$ cat src/design/assert_macros.svh
// ---------------------------------------------------------------------------
// assertion macros
// clocked property checks used by the top design file
// ---------------------------------------------------------------------------
`ifndef ASSERT_MACROS_SVH
`define ASSERT_MACROS_SVH

// property must hold at every clock edge outside reset
`define TSRE_ASSERT(label, clk, rst, prop) \
   label: assert property (@(posedge clk) disable iff (rst) prop) \
      else $error("tsre property violated");

// condition must never be seen outside reset
`define TSRE_NEVER(label, clk, rst, cond) \
   label: assert property (@(posedge clk) disable iff (rst) !(cond)) \
      else $error("tsre forbidden condition seen");

`endif

$ cat src/design/tsre_pkg.sv
// ---------------------------------------------------------------------------
// tsre_pkg
// types, codes and helpers of the thermocouple spike reject filter
// ---------------------------------------------------------------------------
package tsre_pkg;

   localparam int unsigned AddrWidth = 4;
   localparam int unsigned DataWidth = 32;

   // register indexes (byte address 4*index)
   localparam logic [1:0] REG_GAIN   = 2'd0;
   localparam logic [1:0] REG_OFFSET = 2'd1;
   localparam logic [1:0] REG_ALPHA  = 2'd2;
   localparam logic [1:0] REG_THRESH = 2'd3;

   localparam logic signed [15:0] GAIN_RESET   = 16'sd4096;
   localparam logic signed [16:0] OFFSET_RESET = 17'sd0;
   localparam logic [16:0]        ALPHA_RESET  = 17'd6554;
   localparam logic [16:0]        ALPHA_ONE    = 17'd65536;
   localparam logic [15:0]        THRESH_RESET = 16'd3840;

   localparam logic OP_SAMPLE  = 1'b0;
   localparam logic OP_RESTART = 1'b1;

   typedef enum logic [1:0] {
      ST_KEPT    = 2'd0,
      ST_FAULT   = 2'd1,
      ST_SPIKE   = 2'd2,
      ST_RESTART = 2'd3
   } status_type;

   typedef struct packed {
      logic        operation;
      logic [11:0] raw_count;
      logic        sensor_fault;
      logic [31:0] now_ms;
   } req_type;

   typedef struct packed {
      status_type         status;
      logic [31:0]        elapsed_ms;
      logic signed [23:0] calibrated_q8;
      logic signed [23:0] filtered_q8;
      logic [23:0]        jump_q8;
      logic [31:0]        spikes_seen;
      logic [31:0]        samples_kept;
   } rsp_type;

   typedef struct packed {
      logic signed [15:0] gain_q12;
      logic signed [16:0] offset_q8;
      logic [16:0]        alpha_q16;
      logic [15:0]        spike_threshold_q8;
   } cfg_type;

   typedef struct packed {
      logic capture;
      logic calc;
      logic weigh;
      logic finish;
   } cmd_type;

   function automatic logic signed [23:0] sat24(input logic signed [27:0] v);
      logic signed [23:0] r;
      if (v > 28'sd8388607) begin
         r = 24'sd8388607;
      end else if (v < -28'sd8388608) begin
         r = -24'sd8388608;
      end else begin
         r = 24'(v);
      end
      return r;
   endfunction

endpackage

$ cat src/design/tsre_csr.sv
// ---------------------------------------------------------------------------
// tsre_csr
// apb register file holding calibration, alpha and spike threshold
// ---------------------------------------------------------------------------
module tsre_csr
   import tsre_pkg::*;
(
   input  logic                 clock,
   input  logic                 reset,
   input  logic                 psel,
   input  logic                 penable,
   input  logic                 pwrite,
   input  logic [AddrWidth-1:0] paddr,
   input  logic [DataWidth-1:0] pwdata,
   output logic [DataWidth-1:0] prdata,
   output logic                 pready,
   output cfg_type              cfg,
   output logic                 alpha_load
);

   cfg_type    cfg_ff, cfg_in;
   logic       wr_en;
   logic [1:0] reg_idx;
   logic [16:0] alpha_wr;

   assign pready   = 1'b1;
   assign wr_en    = psel && penable && pwrite;
   assign reg_idx  = paddr[3:2];
   assign alpha_wr = pwdata[16:0];

   always_comb begin
      cfg_in     = cfg_ff;
      alpha_load = 1'b0;
      if (wr_en) begin
         case (reg_idx)
            REG_GAIN:   cfg_in.gain_q12 = $signed(pwdata[15:0]);
            REG_OFFSET: cfg_in.offset_q8 = $signed(pwdata[16:0]);
            REG_ALPHA: begin
               // out of range alpha is dropped and does not unprime the filter
               if (alpha_wr != '0 && alpha_wr <= ALPHA_ONE) begin
                  cfg_in.alpha_q16 = alpha_wr;
                  alpha_load       = 1'b1;
               end
            end
            REG_THRESH: cfg_in.spike_threshold_q8 = pwdata[15:0];
            default: cfg_in = cfg_ff;
         endcase
      end
   end

   always_ff @(posedge clock) begin
      if (reset) begin
         cfg_ff.gain_q12           <= GAIN_RESET;
         cfg_ff.offset_q8          <= OFFSET_RESET;
         cfg_ff.alpha_q16          <= ALPHA_RESET;
         cfg_ff.spike_threshold_q8 <= THRESH_RESET;
      end else begin
         cfg_ff <= cfg_in;
      end
   end

   always_comb begin
      case (reg_idx)
         REG_GAIN:   prdata = {16'b0, cfg_ff.gain_q12};
         REG_OFFSET: prdata = {15'b0, cfg_ff.offset_q8};
         REG_ALPHA:  prdata = {15'b0, cfg_ff.alpha_q16};
         REG_THRESH: prdata = {16'b0, cfg_ff.spike_threshold_q8};
         default:    prdata = '0;
      endcase
   end

   assign cfg = cfg_ff;

endmodule

$ cat src/design/tsre_ctrl.sv
// ---------------------------------------------------------------------------
// tsre_ctrl
// sequencer stepping one request through calibrate, weigh and finish
// ---------------------------------------------------------------------------
module tsre_ctrl
   import tsre_pkg::*;
(
   input  logic    clock,
   input  logic    reset,
   input  logic    req_valid,
   output logic    req_ready,
   output logic    rsp_valid,
   input  logic    rsp_ready,
   output cmd_type cmd
);

   typedef enum logic [3:0] {
      S_IDLE = 4'b0001,
      S_CAL  = 4'b0010,
      S_UPD  = 4'b0100,
      S_FIN  = 4'b1000
   } state_type;

   state_type state_ff, state_in;
   logic      rsp_valid_ff, rsp_valid_in;
   logic      slot_free;

   // result register can take a new response when empty or being drained
   assign slot_free = !rsp_valid_ff || rsp_ready;

   assign req_ready   = (state_ff == S_IDLE);
   assign cmd.capture = req_valid && req_ready;
   assign cmd.calc    = (state_ff == S_CAL);
   assign cmd.weigh   = (state_ff == S_UPD);
   assign cmd.finish  = (state_ff == S_FIN) && slot_free;

   always_comb begin
      state_in = state_ff;
      case (state_ff)
         S_IDLE: begin
            if (cmd.capture) begin
               state_in = S_CAL;
            end
         end
         S_CAL:  state_in = S_UPD;
         S_UPD:  state_in = S_FIN;
         S_FIN: begin
            if (slot_free) begin
               state_in = S_IDLE;
            end
         end
         default: state_in = S_IDLE;
      endcase
   end

   always_comb begin
      if (cmd.finish) begin
         rsp_valid_in = 1'b1;
      end else if (rsp_ready) begin
         rsp_valid_in = 1'b0;
      end else begin
         rsp_valid_in = rsp_valid_ff;
      end
   end

   always_ff @(posedge clock) begin
      if (reset) begin
         state_ff     <= S_IDLE;
         rsp_valid_ff <= 1'b0;
      end else begin
         state_ff     <= state_in;
         rsp_valid_ff <= rsp_valid_in;
      end
   end

   assign rsp_valid = rsp_valid_ff;

endmodule

$ cat src/design/tsre_dp.sv
// ---------------------------------------------------------------------------
// tsre_dp
// calibration multiply, spike test, average update and filter state
// ---------------------------------------------------------------------------
module tsre_dp
   import tsre_pkg::*;
(
   input  logic    clock,
   input  logic    reset,
   input  cmd_type cmd,
   input  req_type req_data,
   input  cfg_type cfg,
   input  logic    alpha_load,
   output rsp_type rsp_data
);

   // captured request
   logic        op_ff;
   logic        fault_ff;
   logic [31:0] now_ff;

   // pipeline registers
   logic signed [34:0] prod_ff, prod_in;
   logic signed [23:0] cal_ff, cal_in;
   logic signed [41:0] wprod_ff, wprod_in;
   logic [23:0]        jump_ff, jump_in;
   logic               spike_ff, spike_in;

   // filter state
   logic signed [23:0] avg_ff, avg_in;
   logic               primed_ff, primed_in;
   logic [31:0]        origin_ff, origin_in;
   logic [31:0]        spikes_ff, spikes_in;
   logic [31:0]        kept_ff, kept_in;

   rsp_type rsp_ff, rsp_in;

   logic signed [35:0] rnd_full;
   logic signed [27:0] cal_sum;
   logic signed [24:0] diff;
   logic signed [24:0] diff_abs;
   logic signed [42:0] wsum;
   logic signed [42:0] wshift;
   logic signed [27:0] upd_sum;
   logic signed [23:0] avg_upd;
   logic [31:0]        elapsed;

   // count * 64 times q12 gain
   assign prod_in = 35'($signed({1'b0, req_data.raw_count, 6'b0})) * 35'(cfg.gain_q12);

   // round to q8, add offset, saturate
   assign rnd_full = (36'(prod_ff) + 36'sd2048) >>> 12;
   assign cal_sum  = 28'($signed(rnd_full[24:0])) + 28'(cfg.offset_q8);
   assign cal_in   = sat24(cal_sum);

   assign diff     = 25'(cal_ff) - 25'(avg_ff);
   assign diff_abs = (diff < 0) ? -diff : diff;
   assign jump_in  = primed_ff ? diff_abs[23:0] : '0;
   assign spike_in = primed_ff && (cfg.spike_threshold_q8 != '0)
                     && (jump_in > {8'b0, cfg.spike_threshold_q8});
   assign wprod_in = 42'($signed({1'b0, cfg.alpha_q16})) * 42'(diff);

   assign wsum    = 43'(wprod_ff) + 43'sd32768;
   assign wshift  = wsum >>> 16;
   assign upd_sum = 28'(avg_ff) + 28'($signed(wshift[26:0]));
   assign avg_upd = sat24(upd_sum);

   assign elapsed = now_ff - origin_ff;

   always_comb begin
      avg_in    = avg_ff;
      primed_in = primed_ff;
      origin_in = origin_ff;
      spikes_in = spikes_ff;
      kept_in   = kept_ff;

      rsp_in.status        = ST_KEPT;
      rsp_in.elapsed_ms    = elapsed;
      rsp_in.calibrated_q8 = cal_ff;
      rsp_in.filtered_q8   = '0;
      rsp_in.jump_q8       = jump_ff;
      rsp_in.spikes_seen   = spikes_ff;
      rsp_in.samples_kept  = kept_ff;

      if (op_ff == OP_RESTART) begin
         origin_in            = now_ff;
         avg_in               = '0;
         primed_in            = 1'b0;
         spikes_in            = '0;
         kept_in              = '0;
         rsp_in.status        = ST_RESTART;
         rsp_in.elapsed_ms    = '0;
         rsp_in.calibrated_q8 = '0;
         rsp_in.jump_q8       = '0;
         rsp_in.spikes_seen   = '0;
         rsp_in.samples_kept  = '0;
      end else if (fault_ff) begin
         rsp_in.status        = ST_FAULT;
         rsp_in.calibrated_q8 = '0;
         rsp_in.jump_q8       = '0;
         rsp_in.filtered_q8   = primed_ff ? avg_ff : '0;
      end else if (spike_ff) begin
         spikes_in            = spikes_ff + 32'd1;
         rsp_in.status        = ST_SPIKE;
         rsp_in.filtered_q8   = avg_ff;
         rsp_in.spikes_seen   = spikes_in;
      end else begin
         // first kept sample seeds the average
         avg_in              = primed_ff ? avg_upd : cal_ff;
         primed_in           = 1'b1;
         kept_in             = kept_ff + 32'd1;
         rsp_in.filtered_q8  = avg_in;
         rsp_in.samples_kept = kept_in;
      end
   end

   always_ff @(posedge clock) begin
      if (cmd.capture) begin
         op_ff    <= req_data.operation;
         fault_ff <= req_data.sensor_fault;
         now_ff   <= req_data.now_ms;
         prod_ff  <= prod_in;
      end
      if (cmd.calc) begin
         cal_ff <= cal_in;
      end
      if (cmd.weigh) begin
         wprod_ff <= wprod_in;
         jump_ff  <= jump_in;
         spike_ff <= spike_in;
      end
      if (cmd.finish) begin
         rsp_ff <= rsp_in;
      end
   end

   always_ff @(posedge clock) begin
      if (reset) begin
         avg_ff    <= '0;
         primed_ff <= 1'b0;
         origin_ff <= '0;
         spikes_ff <= '0;
         kept_ff   <= '0;
      end else if (cmd.finish) begin
         avg_ff    <= avg_in;
         primed_ff <= primed_in;
         origin_ff <= origin_in;
         spikes_ff <= spikes_in;
         kept_ff   <= kept_in;
      end else if (alpha_load) begin
         primed_ff <= 1'b0;
      end
   end

   assign rsp_data = rsp_ff;

endmodule

$ cat src/design/thermocouple_spike_reject_ema.sv
// ---------------------------------------------------------------------------
// thermocouple_spike_reject_ema
// calibrated, spike filtered moving average of thermocouple samples
// ---------------------------------------------------------------------------
// usage:
//   req_valid/req_ready carry a request: a sample (count, fault flag, time)
//   or a restart that sets the time base and clears filter and counters.
//   rsp_valid/rsp_ready return exactly one response per request.
//   psel/penable/pwrite/paddr/pwdata program gain, offset, alpha and spike
//   threshold at byte addresses 0, 4, 8, 12; write only while idle.
// timing:
//   a request is taken in the idle cycle, then calibrate, weigh and finish
//   follow in turn; the response is registered in finish, which waits for
//   a free output register; req_ready returns the cycle after, so requests
//   never overlap. gain and alpha multiplies are done in separate steps.
// reset:
//   synchronous; registers return to their defaults, average unprimed,
//   time base and counters zero, no response pending.
// stall:
//   a held response stays in the output register; the next request is
//   still taken and waits in the finish step until the register frees up.
// ---------------------------------------------------------------------------
`include "assert_macros.svh"

module thermocouple_spike_reject_ema
   import tsre_pkg::*;
(
   input  logic                 clock,
   input  logic                 reset,
   input  logic                 req_valid,
   output logic                 req_ready,
   input  req_type              req_data,
   output logic                 rsp_valid,
   input  logic                 rsp_ready,
   output rsp_type              rsp_data,
   input  logic                 psel,
   input  logic                 penable,
   input  logic                 pwrite,
   input  logic [AddrWidth-1:0] paddr,
   input  logic [DataWidth-1:0] pwdata,
   output logic [DataWidth-1:0] prdata,
   output logic                 pready
);

   cfg_type cfg;
   cmd_type cmd;
   logic    alpha_load;
   logic    rsp_is_restart;
   logic    rsp_is_fault;
   logic    rsp_is_kept;
   logic    restart_clean;
   logic    kept_in_band;

   tsre_csr u_csr (
      .clock      (clock),
      .reset      (reset),
      .psel       (psel),
      .penable    (penable),
      .pwrite     (pwrite),
      .paddr      (paddr),
      .pwdata     (pwdata),
      .prdata     (prdata),
      .pready     (pready),
      .cfg        (cfg),
      .alpha_load (alpha_load)
   );

   tsre_ctrl u_ctrl (
      .clock     (clock),
      .reset     (reset),
      .req_valid (req_valid),
      .req_ready (req_ready),
      .rsp_valid (rsp_valid),
      .rsp_ready (rsp_ready),
      .cmd       (cmd)
   );

   tsre_dp u_dp (
      .clock      (clock),
      .reset      (reset),
      .cmd        (cmd),
      .req_data   (req_data),
      .cfg        (cfg),
      .alpha_load (alpha_load),
      .rsp_data   (rsp_data)
   );

   assign rsp_is_restart = rsp_valid && (rsp_data.status == ST_RESTART);
   assign rsp_is_fault   = rsp_valid && (rsp_data.status == ST_FAULT);
   assign rsp_is_kept    = rsp_valid && (rsp_data.status == ST_KEPT);
   assign restart_clean  = (rsp_data.elapsed_ms == '0) && (rsp_data.spikes_seen == '0)
                           && (rsp_data.samples_kept == '0);
   assign kept_in_band   = (cfg.spike_threshold_q8 == '0)
                           || (rsp_data.jump_q8 <= 24'(cfg.spike_threshold_q8));

   // one request in flight at a time
   `TSRE_ASSERT(a_one_in_flight, clock, reset, req_valid && req_ready |=> !req_ready)

   // restart response reports a fresh time base and cleared counters
   `TSRE_ASSERT(a_restart_clean, clock, reset, rsp_is_restart |-> restart_clean)

   // faulted sample never carries a calibrated value
   `TSRE_NEVER(a_fault_no_cal, clock, reset, rsp_is_fault && rsp_data.calibrated_q8 != '0)

   // a kept sample stays within the spike threshold
   `TSRE_ASSERT(a_kept_in_band, clock, reset, rsp_is_kept |-> kept_in_band)

endmodule

$ cat config.mk
export PLATFORM = sky130hd
export DESIGN_NAME = thermocouple_spike_reject_ema
export DESIGN_NICKNAME = d
export VERILOG_FILES = /design/src/design/tsre_pkg.sv /design/src/design/tsre_csr.sv /design/src/design/tsre_ctrl.sv /design/src/design/tsre_dp.sv /design/src/design/thermocouple_spike_reject_ema.sv
export VERILOG_INCLUDE_DIRS = /design/src /design/src/design
export SDC_FILE = /design/constraint.sdc
export NUM_CORES = 2
export LEC_CHECK = 0
export ABC_AREA = 0
export BUFFER_PORTS_ARGS = -buffer_cell sky130_fd_sc_hd__buf_2
export CAP_MARGIN = 10
export CORE_MARGIN = 3
export CORE_UTILIZATION = 40
export CTS_CLUSTER_DIAMETER = 200
export CTS_CLUSTER_SIZE = 40
export DETAILED_ROUTE_END_ITERATION = 10
export GPL_ROUTABILITY_DRIVEN = 0
export PLACE_DENSITY = 0.61
export SETUP_SLACK_MARGIN = 0.05
export SLEW_MARGIN = 30
export SYNTH_ARGS = -nofsm -noshare
export SYNTH_HDL_FRONTEND = slang
export SYNTH_HIERARCHICAL = 1
export SYNTH_SLANG_ARGS = --single-unit
$ cat constraint.sdc
create_clock -name clock -period 15.6 [get_ports clock]
set_input_delay 0 -clock clock [delete_from_list [all_inputs] [get_ports clock]]
set_output_delay 0 -clock clock [all_outputs]
set_load 0.01 [all_outputs]
======== After elaboration in Yosys (flattened, before gate mapping) ========
Index checks and enable logic that the tools add are counted.
cells by class
  add/subtract/negate cells ............... 9
  multipliers ............................. 2
  div/mod/pow operators ................... 0
  magnitude comparators ................... 7
  equal/unequal tests ..................... 12
  shift-type cells ........................ 0
  mux-type cells .......................... 34
  bitwise operators ....................... 0
  reduce and logical (&&, ||, !) cells .... 23
operator list
  kind                                                                               count
  24-bit two-way mux                                                                 11
  32-bit two-way mux                                                                 6
  32-bit one-hot mux with 4 select lines                                             1
  32-bit by 1-bit adder with 32-bit output, second input constant                    2
  64-bit two-way mux                                                                 1
  28-bit by 24-bit greater-than comparator with 1-bit output, second input constant  2
  28-bit by 24-bit less-than comparator with 1-bit output, second input constant     2
  42-bit by 17-bit adder with 43-bit output, second input constant                   1
  18-bit by 25-bit multiplier with 42-bit output                                     1
  35-bit by 13-bit adder with 36-bit output, second input constant                   1
  32-bit subtractor                                                                  1
  13-bit by 16-bit multiplier with 29-bit output                                     1
  24-bit by 27-bit adder with 28-bit output                                          1
  24-bit by 17-bit adder with 25-bit output                                          1
  25-bit by 1-bit less-than comparator with 1-bit output, second input constant      1
  24-bit by 24-bit subtractor with 25-bit output                                     1
  24-bit by 16-bit greater-than comparator with 1-bit output                         1
  24-bit negator                                                                     1
  17-bit <= comparator, second input constant                                        1
  17-bit nonzero test                                                                1
  4-bit one-hot mux with 4 select lines                                              1
  16-bit nonzero test                                                                1
  2-bit AND reduction                                                                6
  1-bit two-way mux                                                                  10
  other kinds (18)                                                                   31
storage, ports and cells
  flip-flop bits (word level) ............. 516
  bits in latches ......................... 0
  memory bits (writable) .................. 0
  ROM bits ................................ 0
  input port bits ......................... 89
  output and inout port bits .............. 205
  logic and storage cells ................. 114
  memories ................................ 0

======== Longest topological paths before layout ========
  word-level depth ........................ 9
  depth in mapped cells ................... 37
  depth with buffers taken out ............ 35

======== Cells and area by module ========
The synthesis kept the hierarchy.
by module, submodules not included
  module     instances  cells an instance  area an instance (um^2)
  tsre_dp    1          4821               45119.5
  tsre_csr   1          343                3070.4
  tsre_ctrl  1          29                 280.3

======== Worst setup path after synthesis ========
OpenSTA, ideal clock, no wires.
  path type ............................... reg2reg
  from .................................... register u_dp.cal_ff[0]
  to ...................................... register u_dp.wprod_ff[37], data pin
  library setup time ...................... 0.258 ns
  arrival ................................. 8.325 ns
  required time ........................... 15.342 ns
  setup slack ............................. 7.017 ns
  stages on the path, launching flop included .. 33
  buffers on the path ..................... 2
  period minus slack after synthesis ...... 8.583 ns
  cell sequence ........................... edfxtp_1 > inv_1 > ha_1 > inv_1 > fa_1 > a211oi_2 > o21ai_0 > a211o_1 > or2_0 > xor2_1 > clkbuf_1 > clkbuf_1 > nand2_1 > fa_1 > fa_1 > fa_1 > inv_1 > fa_1 > fa_1 > inv_1 > fa_1 > inv_1 > ha_1 > a21o_1 > a21o_1 > a2111oi_0 > a21oi_1 > o211ai_1 > nand3_1 > a211oi_1 > inv_1 > a21oi_1 > xnor2_1
on the way
  longest elaborated chain between the ends .. 2
RTL lines
  what                                            RTL line        RTL
  from (decl)                                     tsre_dp.sv:24   logic signed [23:0] cal_ff, cal_in;
  from (signal assigned)                          tsre_dp.sv:125  cal_ff <= cal_in;
  24-bit by 24-bit subtractor with 25-bit output  tsre_dp.sv:56   assign diff = 25'(cal_ff) - 25'(avg_ff);
  18-bit by 25-bit multiplier with 42-bit output  tsre_dp.sv:61   assign wprod_in = 42'($signed({1'b0, cfg.alpha_q16})) * 42'(diff);
  named net u_dp.wprod_in[37]                     tsre_dp.sv:25   logic signed [41:0] wprod_ff, wprod_in;
  to (signal assigned)                            tsre_dp.sv:128  wprod_ff <= wprod_in;
  to (decl)                                       tsre_dp.sv:25
The timed path passes the listed nets, and every way through them passes these cells.
A chain may end at the register's enable or synchronous reset.

======== Worst setup path in the final report ========
  from .................................... register u_dp.cal_ff[0]
  to ...................................... register u_dp.wprod_ff[39], data pin
Same word-level chain as after synthesis.

==> impl_metrics.tcl <==
set metrics [dict create \
    crit_start "u_dp/cal_ff[0]$_SDFFCE_PN1P_" \
    maxCapViolCount 0 \
    post_cts_buffers 0 \
    cp.arrival_ns 10.18 \
    finalPower_w 0.004708 \
    dpl.hpwl_microns 98140 \
    end_kind "flop" \
    cts_hold_buf 55 \
    cts_buffer_depth 3 \
    r2r_end "u_dp/wprod_ff[39]$_DFFE_PP_" \
    synth_edf_count 304 \
    reg2reg_slack_ns 5.79 \
    finalHoldViolCount 0 \
    via_per_inst 5.146 \
    cp_slowest_cell "a2111oi_0" \
    min_period_ns 9.808 \
    p_leak_nw 23.29 \
    multiInputGateArea_sq_um 31590 \
    seq_area_sq_um 12970 \
    ctsResizeCount 0 \
    die_w_microns 354.1 \
    cts_sinks 496 \
    path_delay_family "adder cells" \
    syn_area_sq_um 48470 \
    clk-insertion-delay-late_ns 0.61 \
    final_common_cell "inv_1" \
    first_iter_violations 2489 \
    syn_avg_cell_area_sq_um 9.334 \
    rows 127 \
    cts-root-buf "clkbuf_16" \
    h-tree-depth 1 \
    skew_ns 0.04382 \
    antenna_cells 0 \
    worst_slew_pin_slew_ns 0.9853 \
    max_freq_mhz 102.0 \
    synthesis.instances 5193 \
    drive_above_1_share_pct 7.787 \
    fp.dieArea_sq_um 125400 \
    drt_wl_total_microns 128800 \
    die_h_microns 354.1 \
    core_sq_um 120100 \
    finalCritPeriodShare_pct 62.87 \
    status "complete, no violations" \
    critPathKind "reg2reg" \
    cp_common_cell "fa_1" \
    start_kind "flop" \
    start_util_pct 40.35 \
    hold_class "in2reg" \
    dr.pass1.iters 6 \
    crit_buf_inv 7 \
    vdd_drop_max_mv 0.1181 \
    grt_pass1_vias 36070 \
    nNetsFinal 6319 \
    synthArstFlopShare_pct 0 \
    grt_antenna_before_repair 0 \
    vias 35920 \
    yosys.area.top_type "fa_1" \
    powerDensity_nw_per_um2 89.67 \
    cp_max_fo 21 \
    grt_setup_unrepaired "no" \
    routedWlPerCell_microns 18.45 \
    ys_seq_elements 496 \
    drc 0 \
    fill_cells 11760 \
    slowest_delay_ns 0.77 \
    synth_cell_types 92 \
    fin_tns_setup_ns 0 \
    reg2regPathDepth 32 \
    synth_top_area_share_pct 24.16 \
    final_cell_mix "inv_1, nand2_1, fa_1" \
    cts_tree "yes" \
    ys.warnings.count 6 \
    grt.overflow.total 0 \
    relSlewSlack_pct 34.24 \
    grt_pass1_wl_microns 203200 \
    rr_startpoint "u_dp/cal_ff[0]$_SDFFCE_PN1P_" \
    cp.depth 32 \
    grt_max_degree 91 \
    cp.required_ns 15.97 \
    yosysSeqAreaShare_pct 26.76 \
    grt_use_total_pct 20.26 \
    cts_buffers 17 \
    yosys_most_used_dff "edfxtp_1" \
    critPathCapture "u_dp/wprod_ff[39]$_DFFE_PP_" \
    layout-area-overhead-vs-synth_pct 8.330 \
    synthTopCellsByArea "fa_1, edfxtp_1, dfxtp_1, ha_1, inv_1" \
    drv_slew 0 \
    io_buffers 260 \
    cts.clk_slew.worst_paths_ns 0.15 \
    ios 294 \
    ant_nets 0 \
    finalSetupViolations 0 \
]
==> logic make-up (layout without fill, tap and decap cells) <==
logic type	count (synthesis)	after routing	share of synthesized area, %
buffers and inverters	1053	1214	8.353
AO/OA/AOI/OAI	695	695	9.187
XOR/XNOR	287	287	5.201
adder cells (fa/ha/maj)	882	882	31.78
flip-flops	496	496	26.76
multiplexers	39	39	1.252
AND/OR/NAND/NOR	1739	1739	17.44
other	2	16	0.01549
==> routing by layer <==
metal | up-vias | part of all wire, % | wire [microns] | GRT usage, %
met5 | - | 0 | 0 | 0
met4 | 0 | 2.6 | 3361 | 4.617
met3 | 121 | 6.8 | 8736 | 2.903
met2 | 1076 | 45 | 58420 | 32.75
met1 | 17730 | 45 | 58260 | 28.86
li1 | 16990 | - | - | -
==> report_power, final <==
part	internal, W	leakage (nW)	switching [W]
Sequential	0.00155	4.47	0.0000264
Clock	0.000223	0.255	0.000429
Combinational	0.00106	18.6	0.00142
Total	0.00283	23.3	0.00188
==> flip-flops by register name, summed over array words and instances, names as in the netlist, 4 cells and up <==
register,flops
u_dp/cal_ff,24
u_dp/avg_ff,24
u_dp/now_ff,32
u_dp/prod_ff,24
u_dp/kept_ff,32
u_dp/origin_ff,32
u_csr/cfg,66
u_dp/spikes_ff,32
u_dp/rsp_data,170
u_ctrl/state_ff,4
u_dp/jump_ff,24
u_dp/wprod_ff,27
==> per-stage QoR <==
| step | cell area, sq um | util [%] | setup slack [ns] | hold slack [ns] | std cells |
|---|---|---|---|---|---|
| after CTS | 52500 | 43.70 | 5.696 | 0.03444 | 6980 |
| final | 52510 | 43.71 | 5.792 | 0.08963 | 6980 |
| after detailed placement | 51410 | 42.79 | 5.762 | 0.1781 | 6895 |
| after global routing | 52510 | 43.71 | 5.124 | 0.05685 | 6980 |
| after global placement | 51380 | 42.77 | 5.912 | 0.1797 | 6894 |
| after floorplan | 48520 | - | 7.017 | 0.06907 | 5207 |
==> cells in the mapped netlist (all sizes together), types with 9 or more instances <==
| master | number |
|---|---|
| a21oi | 241 |
| ha | 288 |
| or2 | 9 |
| a21o | 90 |
| nand3 | 85 |
| nand2 | 601 |
| buf | 37 |
| xor2 | 106 |
| a22oi | 24 |
| o31ai | 10 |
| nand4 | 31 |
| mux4 | 16 |
| o221ai | 46 |
| and4 | 9 |
| nor2 | 348 |
| or3 | 9 |
| clkbuf | 211 |
| and2 | 364 |
| nand2b | 42 |
| a211oi | 12 |
| xnor2 | 181 |
| inv | 805 |
| o21bai | 16 |
| nand3b | 13 |
| nor3 | 68 |
| maj3 | 9 |
| and3 | 67 |
| nor2b | 51 |
| edfxtp | 304 |
| a31oi | 18 |
| dfxtp | 192 |
| fa | 585 |
| nor4 | 22 |
| mux2i | 20 |
| o21ai | 135 |
| o21a | 21 |
| o211ai | 9 |
==> worst min path at each step <==
| stage | from | depth (start not counted) | endpoint |
|---|---|---|---|
| finish | req_data[11] | 2 | u_dp/now_ff[11]$_DFFE_PP_ |
| floorplan | reset | 1 | u_ctrl/rsp_valid$_SDFFE_PP0P_ |
| global route | req_data[4] | 2 | u_dp/now_ff[4]$_DFFE_PP_ |
| global placement | req_data[27] | 1 | u_dp/now_ff[27]$_DFFE_PP_ |
| CTS | req_data[23] | 2 | u_dp/now_ff[23]$_DFFE_PP_ |
| detailed placement | req_data[11] | 1 | u_dp/now_ff[11]$_DFFE_PP_ |
==> area by class of cell <==
class / instances / area share [%]
multi-input combinational: 3658 / 60.17
sequential: 496 / 24.71
inverter: 805 / 5.755
timing repair buffer: 379 / 4.492
tap: 1612 / 3.841
clock buffer: 27 / 0.9007
clock inverter: 3 / 0.1311
No activity file was read; power rests on OpenSTA's default activity.
